[src/sls_pkg.sv]
// Shared types, constants and codes for the sorted list store.
`timescale 1ns / 1ps
`default_nettype none
package sls_pkg;

	// Field widths
	localparam int VAL_W   = 32;
	localparam int POS_W   = 5;
	localparam int KIND_W  = 2;
	localparam int TOTAL_W = 6;
	localparam int ST_W    = 2;

	// Default number of entries
	localparam int CAPACITY_DEF = 32;

	// Value returned by a get past the end
	localparam logic [VAL_W-1:0] INT_MIN = 32'h8000_0000;

	// Request kinds
	localparam logic [KIND_W-1:0] REQ_INSERT   = 2'd0;
	localparam logic [KIND_W-1:0] REQ_REMOVE   = 2'd1;
	localparam logic [KIND_W-1:0] REQ_CONTAINS = 2'd2;
	localparam logic [KIND_W-1:0] REQ_GET      = 2'd3;

	// Result status codes
	localparam logic [ST_W-1:0] ST_OK    = 2'd0;
	localparam logic [ST_W-1:0] ST_RANGE = 2'd1;
	localparam logic [ST_W-1:0] ST_FULL  = 2'd2;

	// Read address select
	localparam logic [1:0] RD_IDX    = 2'd0;
	localparam logic [1:0] RD_IDX_M1 = 2'd1;
	localparam logic [1:0] RD_IDX_P1 = 2'd2;
	localparam logic [1:0] RD_POS    = 2'd3;

	// Write data select
	localparam logic WR_VAL = 1'b0;
	localparam logic WR_RD  = 1'b1;

	// Controller to datapath commands
	typedef struct packed {
		logic       load_req;
		logic       decide;
		logic       idx_dec;
		logic       idx_inc;
		logic       mem_rd;
		logic [1:0] rd_sel;
		logic       mem_wr;
		logic       wr_sel;
		logic       count_inc;
		logic       count_dec;
		logic       found_chk;
		logic       get_capture;
		logic       out_load;
	} sls_cmd_t;

	// Datapath to controller status
	typedef struct packed {
		logic [KIND_W-1:0] kind;
		logic              full;
		logic              pos_bad;
		logic              idx_zero;
		logic              rem_last;
		logic              scan_end;
		logic              key_gt;
		logic              out_free;
	} sls_stat_t;

endpackage
`default_nettype wire

[src/sls_req_if.sv]
// Request channel interface of the sorted list store.
`timescale 1ns / 1ps
`default_nettype none
interface sls_req_if
	import sls_pkg::*;
();
	logic                     valid;
	logic                     ready;
	logic [KIND_W-1:0]        req_type;
	logic signed [VAL_W-1:0]  operand_value;
	logic [POS_W-1:0]         position;

	modport source (output valid, output req_type, output operand_value, output position,
		input ready);
	modport sink (input valid, input req_type, input operand_value, input position,
		output ready);
endinterface
`default_nettype wire

[src/sls_rsp_if.sv]
// Result channel interface of the sorted list store.
`timescale 1ns / 1ps
`default_nettype none
interface sls_rsp_if
	import sls_pkg::*;
();
	logic                     valid;
	logic                     ready;
	logic signed [VAL_W-1:0]  result_value;
	logic                     found;
	logic [TOTAL_W-1:0]       entry_total;
	logic [ST_W-1:0]          status;

	modport source (output valid, output result_value, output found, output entry_total,
		output status, input ready);
	modport sink (input valid, input result_value, input found, input entry_total,
		input status, output ready);
endinterface
`default_nettype wire

[src/sls_ram.sv]
// Generic single-write, single-read RAM with registered read data.
`timescale 1ns / 1ps
`default_nettype none
module sls_ram #(
	parameter int WIDTH = 32,
	parameter int DEPTH = 32
) (
	input  wire logic                     clk,
	input  wire logic                     we,
	input  wire logic [$clog2(DEPTH)-1:0] waddr,
	input  wire logic [WIDTH-1:0]         wdata,
	input  wire logic                     re,
	input  wire logic [$clog2(DEPTH)-1:0] raddr,
	output logic      [WIDTH-1:0]         rdata
);
	logic [WIDTH-1:0] mem [DEPTH];

	always_ff @(posedge clk) begin
		if (we) begin
			mem[waddr] <= wdata;
		end
		if (re) begin
			rdata <= mem[raddr];
		end
	end
endmodule
`default_nettype wire

[src/sls_ctrl.sv]
// Controller state machine: sequences the memory walks of each request.
`timescale 1ns / 1ps
`default_nettype none
module sls_ctrl
	import sls_pkg::*;
(
	input  wire logic      clk,
	input  wire logic      arst_n,
	input  wire logic      req_valid,
	output logic           req_ready,
	input  wire sls_stat_t stat,
	output sls_cmd_t       cmd
);
	localparam logic [3:0] S_IDLE     = 4'd0;
	localparam logic [3:0] S_DECIDE   = 4'd1;
	localparam logic [3:0] S_INS_CHK  = 4'd2;
	localparam logic [3:0] S_INS_CMP  = 4'd3;
	localparam logic [3:0] S_REM_CHK  = 4'd4;
	localparam logic [3:0] S_REM_MOV  = 4'd5;
	localparam logic [3:0] S_CON_CHK  = 4'd6;
	localparam logic [3:0] S_CON_CMP  = 4'd7;
	localparam logic [3:0] S_GET_WAIT = 4'd8;
	localparam logic [3:0] S_FINISH   = 4'd9;

	logic [3:0] state_q, state_d;

	// Next state and commands
	always_comb begin
		state_d   = state_q;
		cmd       = '0;
		req_ready = 1'b0;
		unique case (state_q)
			S_IDLE: begin
				req_ready = 1'b1;
				if (req_valid) begin
					cmd.load_req = 1'b1;
					state_d      = S_DECIDE;
				end
			end
			S_DECIDE: begin
				cmd.decide = 1'b1;
				unique case (stat.kind)
					REQ_INSERT:   state_d = stat.full ? S_FINISH : S_INS_CHK;
					REQ_REMOVE:   state_d = stat.pos_bad ? S_FINISH : S_REM_CHK;
					REQ_CONTAINS: state_d = S_CON_CHK;
					REQ_GET: begin
						if (stat.pos_bad) begin
							state_d = S_FINISH;
						end else begin
							cmd.mem_rd = 1'b1;
							cmd.rd_sel = RD_POS;
							state_d    = S_GET_WAIT;
						end
					end
					default: state_d = S_FINISH;
				endcase
			end
			// Walk down from the end, moving larger entries up one slot
			S_INS_CHK: begin
				if (stat.idx_zero) begin
					cmd.mem_wr    = 1'b1;
					cmd.wr_sel    = WR_VAL;
					cmd.count_inc = 1'b1;
					state_d       = S_FINISH;
				end else begin
					cmd.mem_rd = 1'b1;
					cmd.rd_sel = RD_IDX_M1;
					state_d    = S_INS_CMP;
				end
			end
			S_INS_CMP: begin
				cmd.mem_wr = 1'b1;
				if (stat.key_gt) begin
					cmd.wr_sel  = WR_RD;
					cmd.idx_dec = 1'b1;
					state_d     = S_INS_CHK;
				end else begin
					cmd.wr_sel    = WR_VAL;
					cmd.count_inc = 1'b1;
					state_d       = S_FINISH;
				end
			end
			// Close the gap, moving later entries down one slot
			S_REM_CHK: begin
				if (stat.rem_last) begin
					cmd.count_dec = 1'b1;
					state_d       = S_FINISH;
				end else begin
					cmd.mem_rd = 1'b1;
					cmd.rd_sel = RD_IDX_P1;
					state_d    = S_REM_MOV;
				end
			end
			S_REM_MOV: begin
				cmd.mem_wr  = 1'b1;
				cmd.wr_sel  = WR_RD;
				cmd.idx_inc = 1'b1;
				state_d     = S_REM_CHK;
			end
			// Linear scan for a match
			S_CON_CHK: begin
				if (stat.scan_end) begin
					state_d = S_FINISH;
				end else begin
					cmd.mem_rd = 1'b1;
					cmd.rd_sel = RD_IDX;
					state_d    = S_CON_CMP;
				end
			end
			S_CON_CMP: begin
				cmd.found_chk = 1'b1;
				cmd.idx_inc   = 1'b1;
				state_d       = S_CON_CHK;
			end
			S_GET_WAIT: begin
				cmd.get_capture = 1'b1;
				state_d         = S_FINISH;
			end
			S_FINISH: begin
				if (stat.out_free) begin
					cmd.out_load = 1'b1;
					state_d      = S_IDLE;
				end
			end
			default: state_d = S_IDLE;
		endcase
	end

	always_ff @(posedge clk or negedge arst_n) begin
		if (!arst_n) begin
			state_q <= S_IDLE;
		end else begin
			state_q <= state_d;
		end
	end

`ifndef SYNTH
	// An accepted request always moves on to decoding
	a_accept_decide: assert property (@(posedge clk) disable iff (!arst_n)
		(state_q == S_IDLE && req_valid) |=> (state_q == S_DECIDE))
		else $error("accepted request not decoded");

	// A finished result leaves as soon as the output slot is free
	a_finish_leaves: assert property (@(posedge clk) disable iff (!arst_n)
		(state_q == S_FINISH && stat.out_free) |=> (state_q == S_IDLE))
		else $error("finished request not handed to output");
`endif
endmodule
`default_nettype wire

[src/sls_dp.sv]
// Datapath: request registers, entry memory, count, index and result registers.
`timescale 1ns / 1ps
`default_nettype none
module sls_dp
	import sls_pkg::*;
#(
	parameter int CAPACITY = CAPACITY_DEF
) (
	input  wire logic               clk,
	input  wire logic               arst_n,
	input  wire logic [KIND_W-1:0]  req_type,
	input  wire logic [VAL_W-1:0]   operand_value,
	input  wire logic [POS_W-1:0]   position,
	input  wire sls_cmd_t           cmd,
	output sls_stat_t               stat,
	input  wire logic               rsp_ready,
	output logic                    rsp_valid,
	output logic [VAL_W-1:0]        result_value,
	output logic                    found,
	output logic [TOTAL_W-1:0]      entry_total,
	output logic [ST_W-1:0]         status
);
	localparam int AW = $clog2(CAPACITY);
	localparam int CW = $clog2(CAPACITY + 1);
	localparam int WW = (CW > POS_W) ? CW : POS_W;

	logic [KIND_W-1:0]  kind_q;
	logic [VAL_W-1:0]   val_q;
	logic [POS_W-1:0]   pos_q;
	logic [CW-1:0]      count_q;
	logic [CW-1:0]      idx_q;
	logic [VAL_W-1:0]   result_q;
	logic               found_q;
	logic [ST_W-1:0]    status_q;
	logic               out_valid_q;
	logic [VAL_W-1:0]   out_value_q;
	logic               out_found_q;
	logic [TOTAL_W-1:0] out_total_q;
	logic [ST_W-1:0]    out_status_q;

	logic [WW-1:0]      pos_ext, cnt_ext;
	logic [CW-1:0]      idx_m1, idx_p1;
	logic [AW-1:0]      ram_raddr;
	logic [VAL_W-1:0]   ram_wdata, ram_rdata;

	// Address arithmetic and status toward the controller
	always_comb begin
		pos_ext       = WW'(pos_q);
		cnt_ext       = WW'(count_q);
		idx_m1        = idx_q - CW'(1);
		idx_p1        = idx_q + CW'(1);
		stat.kind     = kind_q;
		stat.full     = (count_q == CW'(CAPACITY));
		stat.pos_bad  = (pos_ext >= cnt_ext);
		stat.idx_zero = (idx_q == '0);
		stat.rem_last = (idx_p1 >= count_q);
		stat.scan_end = (idx_q >= count_q);
		stat.key_gt   = ($signed(ram_rdata) > $signed(val_q));
		stat.out_free = !out_valid_q || rsp_ready;
	end

	// Memory read address and write data select
	always_comb begin
		unique case (cmd.rd_sel)
			RD_IDX:    ram_raddr = idx_q[AW-1:0];
			RD_IDX_M1: ram_raddr = idx_m1[AW-1:0];
			RD_IDX_P1: ram_raddr = idx_p1[AW-1:0];
			RD_POS:    ram_raddr = pos_ext[AW-1:0];
			default:   ram_raddr = idx_q[AW-1:0];
		endcase
		ram_wdata = (cmd.wr_sel == WR_RD) ? ram_rdata : val_q;
	end

	sls_ram #(
		.WIDTH(VAL_W),
		.DEPTH(CAPACITY)
	) u_entries (
		.clk   (clk),
		.we    (cmd.mem_wr),
		.waddr (idx_q[AW-1:0]),
		.wdata (ram_wdata),
		.re    (cmd.mem_rd),
		.raddr (ram_raddr),
		.rdata (ram_rdata)
	);

	// Count, index and output valid
	always_ff @(posedge clk or negedge arst_n) begin
		if (!arst_n) begin
			count_q     <= '0;
			idx_q       <= '0;
			out_valid_q <= 1'b0;
		end else begin
			if (cmd.count_inc) begin
				count_q <= count_q + CW'(1);
			end else if (cmd.count_dec) begin
				count_q <= count_q - CW'(1);
			end
			priority if (cmd.decide) begin
				unique case (kind_q)
					REQ_INSERT: idx_q <= count_q;
					REQ_REMOVE: idx_q <= pos_ext[CW-1:0];
					default:    idx_q <= '0;
				endcase
			end else if (cmd.idx_dec) begin
				idx_q <= idx_m1;
			end else if (cmd.idx_inc) begin
				idx_q <= idx_p1;
			end
			if (cmd.out_load) begin
				out_valid_q <= 1'b1;
			end else if (rsp_ready) begin
				out_valid_q <= 1'b0;
			end
		end
	end

	// Request, working result and output payload
	always_ff @(posedge clk) begin
		if (cmd.load_req) begin
			kind_q   <= req_type;
			val_q    <= operand_value;
			pos_q    <= position;
			result_q <= '0;
			found_q  <= 1'b0;
			status_q <= ST_OK;
		end
		if (cmd.decide) begin
			if (kind_q == REQ_INSERT && stat.full) begin
				status_q <= ST_FULL;
			end
			if (kind_q == REQ_REMOVE && stat.pos_bad) begin
				status_q <= ST_RANGE;
			end
			if (kind_q == REQ_GET && stat.pos_bad) begin
				result_q <= INT_MIN;
			end
		end
		if (cmd.found_chk && ram_rdata == val_q) begin
			found_q <= 1'b1;
		end
		if (cmd.get_capture) begin
			result_q <= ram_rdata;
		end
		if (cmd.out_load) begin
			out_value_q  <= result_q;
			out_found_q  <= found_q;
			out_total_q  <= TOTAL_W'(count_q);
			out_status_q <= status_q;
		end
	end

	assign rsp_valid    = out_valid_q;
	assign result_value = out_value_q;
	assign found        = out_found_q;
	assign entry_total  = out_total_q;
	assign status       = out_status_q;

`ifndef SYNTH
	// The count never passes the capacity
	a_count_bound: assert property (@(posedge clk) disable iff (!arst_n)
		count_q <= CW'(CAPACITY))
		else $error("entry count above capacity");

	// Memory writes stay inside the store
	a_write_bound: assert property (@(posedge clk) disable iff (!arst_n)
		cmd.mem_wr |-> (idx_q < CW'(CAPACITY)))
		else $error("memory write beyond capacity");

	// A new result never overwrites one still waiting
	a_no_overwrite: assert property (@(posedge clk) disable iff (!arst_n)
		cmd.out_load |-> (!out_valid_q || rsp_ready))
		else $error("pending result overwritten");

	// A full report always comes with a full count
	a_full_total: assert property (@(posedge clk) disable iff (!arst_n)
		(out_valid_q && out_status_q == ST_FULL) |-> (out_total_q == TOTAL_W'(CAPACITY)))
		else $error("full status with count below capacity");
`endif
endmodule
`default_nettype wire

[src/sorted_list_store.sv]
// Each request is a memory walk sequenced by the controller: insert walks down from the end,
// moving larger entries up one slot; remove closes the gap by moving later entries down;
// contains scans every entry; get reads one entry; rejected requests skip the walk. One
// request at a time: the next is taken when the controller is back in idle, and the walk
// goes through the single read port. A finished result waits in an output reg.
// Reset (arst_n low, asynchronous) empties the store; entries need no clearing.
`timescale 1ns / 1ps
`default_nettype none
module sorted_list_store
	import sls_pkg::*;
#(
	parameter int CAPACITY = CAPACITY_DEF
) (
	input  wire logic  clk,
	input  wire logic  arst_n,
	sls_req_if.sink    req,
	sls_rsp_if.source  rsp
);
	sls_cmd_t  cmd;
	sls_stat_t stat;
	logic      req_ready;
	logic      rsp_valid;
	logic [VAL_W-1:0] result_value;

	sls_ctrl u_ctrl (
		.clk       (clk),
		.arst_n    (arst_n),
		.req_valid (req.valid),
		.req_ready (req_ready),
		.stat      (stat),
		.cmd       (cmd)
	);

	sls_dp #(
		.CAPACITY(CAPACITY)
	) u_dp (
		.clk           (clk),
		.arst_n        (arst_n),
		.req_type      (req.req_type),
		.operand_value (req.operand_value),
		.position      (req.position),
		.cmd           (cmd),
		.stat          (stat),
		.rsp_ready     (rsp.ready),
		.rsp_valid     (rsp_valid),
		.result_value  (result_value),
		.found         (rsp.found),
		.entry_total   (rsp.entry_total),
		.status        (rsp.status)
	);

	assign req.ready        = req_ready;
	assign rsp.valid        = rsp_valid;
	assign rsp.result_value = result_value;
endmodule
`default_nettype wire

[src/flat_wrapper.sv]
// flat-port wrapper written by rule: the top's interface ports become plain ports
module sorted_list_store_flat import sls_pkg::*;
#(
	parameter int CAPACITY = CAPACITY_DEF
)
  (clk, arst_n, req_valid, req_req_type, req_operand_value, req_position, req_ready, rsp_valid, rsp_result_value, rsp_found, rsp_entry_total, rsp_status, rsp_ready);
  sls_req_if req_i ();
  sls_rsp_if rsp_i ();
  input  wire logic clk;
  input  wire logic arst_n;
  input wire logic [$bits(req_i.valid)-1:0] req_valid;
  input wire logic [$bits(req_i.req_type)-1:0] req_req_type;
  input wire logic [$bits(req_i.operand_value)-1:0] req_operand_value;
  input wire logic [$bits(req_i.position)-1:0] req_position;
  output wire logic [$bits(req_i.ready)-1:0] req_ready;
  output wire logic [$bits(rsp_i.valid)-1:0] rsp_valid;
  output wire logic [$bits(rsp_i.result_value)-1:0] rsp_result_value;
  output wire logic [$bits(rsp_i.found)-1:0] rsp_found;
  output wire logic [$bits(rsp_i.entry_total)-1:0] rsp_entry_total;
  output wire logic [$bits(rsp_i.status)-1:0] rsp_status;
  input wire logic [$bits(rsp_i.ready)-1:0] rsp_ready;
  assign req_i.valid = req_valid;
  assign req_i.req_type = req_req_type;
  assign req_i.operand_value = req_operand_value;
  assign req_i.position = req_position;
  assign req_ready = req_i.ready;
  assign rsp_valid = rsp_i.valid;
  assign rsp_result_value = rsp_i.result_value;
  assign rsp_found = rsp_i.found;
  assign rsp_entry_total = rsp_i.entry_total;
  assign rsp_status = rsp_i.status;
  assign rsp_i.ready = rsp_ready;
  sorted_list_store #(.CAPACITY(CAPACITY)) u_core (.clk(clk), .arst_n(arst_n), .req(req_i), .rsp(rsp_i));
endmodule
[config.mk]
export PLATFORM = sky130hd
export DESIGN_NAME = sorted_list_store_flat
export DESIGN_NICKNAME = d
export VERILOG_FILES = /design/src/sls_pkg.sv /design/src/sls_req_if.sv /design/src/sls_rsp_if.sv /design/src/sls_ram.sv /design/src/sls_ctrl.sv /design/src/sls_dp.sv /design/src/sorted_list_store.sv /design/src/flat_wrapper.sv
export SDC_FILE = /design/constraint.sdc
export NUM_CORES = 2
export LEC_CHECK = 0
export BUFFER_PORTS_ARGS = -buffer_cell sky130_fd_sc_hd__buf_2
export CORE_AREA = 10 10 386 388
export DETAILED_ROUTE_END_ITERATION = 10
export DIE_AREA = 0 0 396 398
export GPL_TIMING_DRIVEN = 0
export PLACE_DENSITY_LB_ADDON = 0.08
export SYNTH_ARGS = -nofsm -noshare
export SYNTH_HDL_FRONTEND = slang
export SYNTH_SLANG_ARGS = --single-unit
export TNS_END_PERCENT = 50
[constraint.sdc]
create_clock -name clk -period 8.2 [get_ports clk]
set_input_delay 0.41 -clock clk [delete_from_list [all_inputs] [get_ports clk]]
set_output_delay 0.41 -clock clk [all_outputs]
set_load 0.01 [all_outputs]
==> impl_metrics.ini <==
[outcome]
outcome = finished with violations
violations = max-capacitance violations, max-slew violations

[clock_tree]
root_buffer = clkbuf_16
cts_hold_buffers = 41
cts_buffers = 140
clkLatencyLatePin_ns = 0.78
tritoncts = yes
htree_levels = 4
cts_resized = 0
clock_sinks = 1188
clk_pin_slew_ns = 0.06
clk_path_buf_depth = 3
post_cts_buffers = 0

[synth]
yosys_warnings = 0
synthFlopType = edfxtp_1
ys_ff_latch = 1188
async_flop_share_pct = 1.43
synth_seq_area_share_pct = 71.8
syn_nets = 3571
synthDistinctLibCells = 74
syn_inst = 3468
synth-edff-count = 1136
syn-cell-area_um2 = 49100
synth.avg_cell_area_um2 = 14.2

[cells_and_area]
fillerInstances = 13161
nets = 3875
layout_common_cells = edfxtp_1, nand2_1, a21oi_1
final_layout_size_suffix_gt1_share_pct = 13.2
seq_area_um2 = 35200
final_common_cell = edfxtp_1
syn_to_final_growth_pct = 17.4
multiInputGateArea_um2 = 12700

[global_routing]
grt_max_degree = 33
antenna_found_initial = 2
track_usage_pct = 21.2
grt_overflow = 0
grt_pass1_wl_um = 241000
grt_pass1_vias = 31184

[floorplan]
coreArea_um2 = 141000
design.die.area_um2 = 158000
std_cell_rows = 138
io_pins = 86
die_y_um = 398
initial_core_util_pct = 34.8
die_w_um = 396

[timing]
worstMarginPinSlew_ns = 1.53
hold_viol_final = 0
slew_viol_final = 10
final.setup.tns_ns = 0
fin_crit_sh_pct = 79.7
rsz0062_at_grt = false
slew-limit-headroom_pct = -2.42
min_period_ns = 6.54
max_freq_mhz = 153
clock_skew_ns = 0.0314
final-setup-viol-count = 0

[setup_path]
crit_slowest_cell = nor2_1
critPathTopFamily = simple AND/OR/NAND/NOR gates
worstSetupEndpointType = flip-flop
cp.arrival_ns = 6.99
crit_buf_inv = 3
cp_cell_sequence = ha_1, or3b_2, or3b_1, clkbuf_1, nand2_1, nor2_1, or3_1, buf_2, clkbuf_1, a221oi_1, a211oi_1, a211oi_1, nor4_1
critical_path_class = flip-flop to flip-flop
max_stage_delay_ns = 1.41
cp-start-kind = flip-flop
cp.required_ns = 8.65
crit_fanout = 10

[power]
ir_drop_v = 0.000203
p_leak_nw = 18.9
total_power_w = 0.0253
powerDensity_nw_per_um2 = 439

[detailed_routing]
ant_nets = 0
wirelength_um = 171000
drt_first_pass_iters = 8
wl_per_cell_um = 29.6
viasPerCell = 5.47
drtIter0Drc = 2890
vias = 31548
drc = 0

[placement]
place.gp.congestion = 0.813
dp_hpwl_um = 120000
port_buffers = 85

[flow_run]
drv_cap = 2

[min_path]
hold_class = input port to flip-flop
## layout make-up
type,instances,area share [%]
antenna,1,0.00434
buffer,270,2.06
clock buffer,180,6.49
clock inverter,69,0.921
inverter,50,0.326
multi-input combinational,1960,22.1
sequential,1188,61.2
tap,1890,4.10
timing repair buffer,162,2.82
## stage by stage
stage | utilization [%] | worst slack [ns] | std cells | area (um2) | hold slack, ns
2_1_floorplan | - | 4.30 | 3468 | 49100 | 0.114
3_3_place_gp | 36.8 | 1.33 | 5443 | 51900 | 0.401
3_5_place_dp | 37.5 | 1.58 | 5479 | 52900 | 0.408
4_1_cts | 40.8 | 1.59 | 5769 | 57600 | 0.0366
5_1_grt | 40.8 | 1.49 | 5769 | 57600 | 0.126
6_report | 40.8 | 1.66 | 5770 | 57600 | 0.0940
## metal layers
layer / part of all wire, % / track usage [%] / routed length, um / up-vias
met5: 0 / 0 / 0 / -
met4: 3.0 / 6.87 / 5110 / 0
met3: 4.7 / 2.58 / 8080 / 230
met2: 46 / 33.4 / 78700 / 903
met1: 46 / 30.4 / 79100 / 16205
li1: - / - / - / 14210
## power by group
| part | total (W) | switching, W | internal (W) |
|---|---|---|---|
| registers | 0.00813 | 0.000317 | 0.00781 |
| logic | 0.0112 | 0.00831 | 0.00293 |
| clock network | 0.00590 | 0.00255 | 0.00335 |
## cell usage after synthesis (all sizes together) (9+ instances only)
cell / number / area [um2]
buf: 92 / 516
dfrtp: 17 / 425
nor3: 12 / 70.1
a211oi: 255 / 1930
nor2: 158 / 593
inv: 50 / 188
o211ai: 63 / 528
a22o: 34 / 298
clkbuf: 178 / 669
nor4: 39 / 453
a21o: 18 / 135
o21ai: 138 / 691
nand2b: 9 / 56.3
nor4b: 127 / 1130
mux2: 35 / 394
edfxtp: 1136 / 34100
nand2: 346 / 1300
a22oi: 64 / 480
nand3: 79 / 395
a21oi: 345 / 1730
mux2i: 54 / 541
dfxtp: 35 / 701
ha: 59 / 738
o221ai: 31 / 272
## worst reg2reg max path, stage by stage (launching register included)
cell	delay [ns]
dfrtp_1	0.58
ha_1	0.31
or3b_2	0.48
or3b_1	0.19
clkbuf_1	0.17
nand2_1	0.61
nor2_1	1.42
or3_1	0.23
buf_2	0.22
clkbuf_1	0.68
a221oi_1	0.11
a211oi_1	0.27
a211oi_1	0.10
nor4_1	0.86
## final timing paths
check                           cells after the start                    start                              end  slack [ns]
min in group asynchronous                           2                   arst_n           u_core.u_dp.cnt_ext[2]        0.13
worst max register to register                     13   u_core.u_dp.cnt_ext[0]  u_core.u_dp.u_entries.rdata[30]        1.66
worst max-delay path                               13   u_core.u_dp.cnt_ext[0]  u_core.u_dp.u_entries.rdata[30]        1.66
worst min-delay path                                4                req_valid         u_core.u_ctrl.state_q[0]        0.09
worst min register to register                      0  u_core.u_dp.status_q[0]            u_core.u_dp.status[0]        0.44
max in group asynchronous                           2                   arst_n         u_core.u_ctrl.state_q[3]        7.74
## registers in the layout (all words and copies together), names as in the netlist
| signal | count |
|---|---|
| u_core.u_dp.u_entries.mem | 1024 |
| u_core.u_dp.result_q | 32 |
| u_core.u_dp.result_value | 32 |
| u_core.u_dp.u_entries.rdata | 32 |
| u_core.u_dp.val_q | 32 |
| u_core.u_dp.cnt_ext | 6 |
| u_core.u_dp.entry_total | 6 |
| u_core.u_dp.idx_q | 6 |
| u_core.u_dp.pos_q | 5 |
| u_core.u_ctrl.state_q | 4 |
| u_core.u_dp.kind_q | 2 |
| u_core.u_dp.status | 2 |
| u_core.u_dp.status_q | 2 |
| u_core.u_dp.found | 1 |
| u_core.u_dp.found_q | 1 |
| u_core.u_dp.rsp_valid | 1 |
## cell families after synthesis
group                      Yosys count  synth area share (%)
AOI/OAI and AO/OA                  982                  12.9
xor gates and xnor gates            12                 0.214
adders and majority gates           60                  1.54
buffers and inverters              320                  2.80
DFF                               1188                  71.8
muxes                               89                  1.90
and+or+nand+nor                    817                  8.82
No activity file was read; power rests on OpenSTA's default activity.
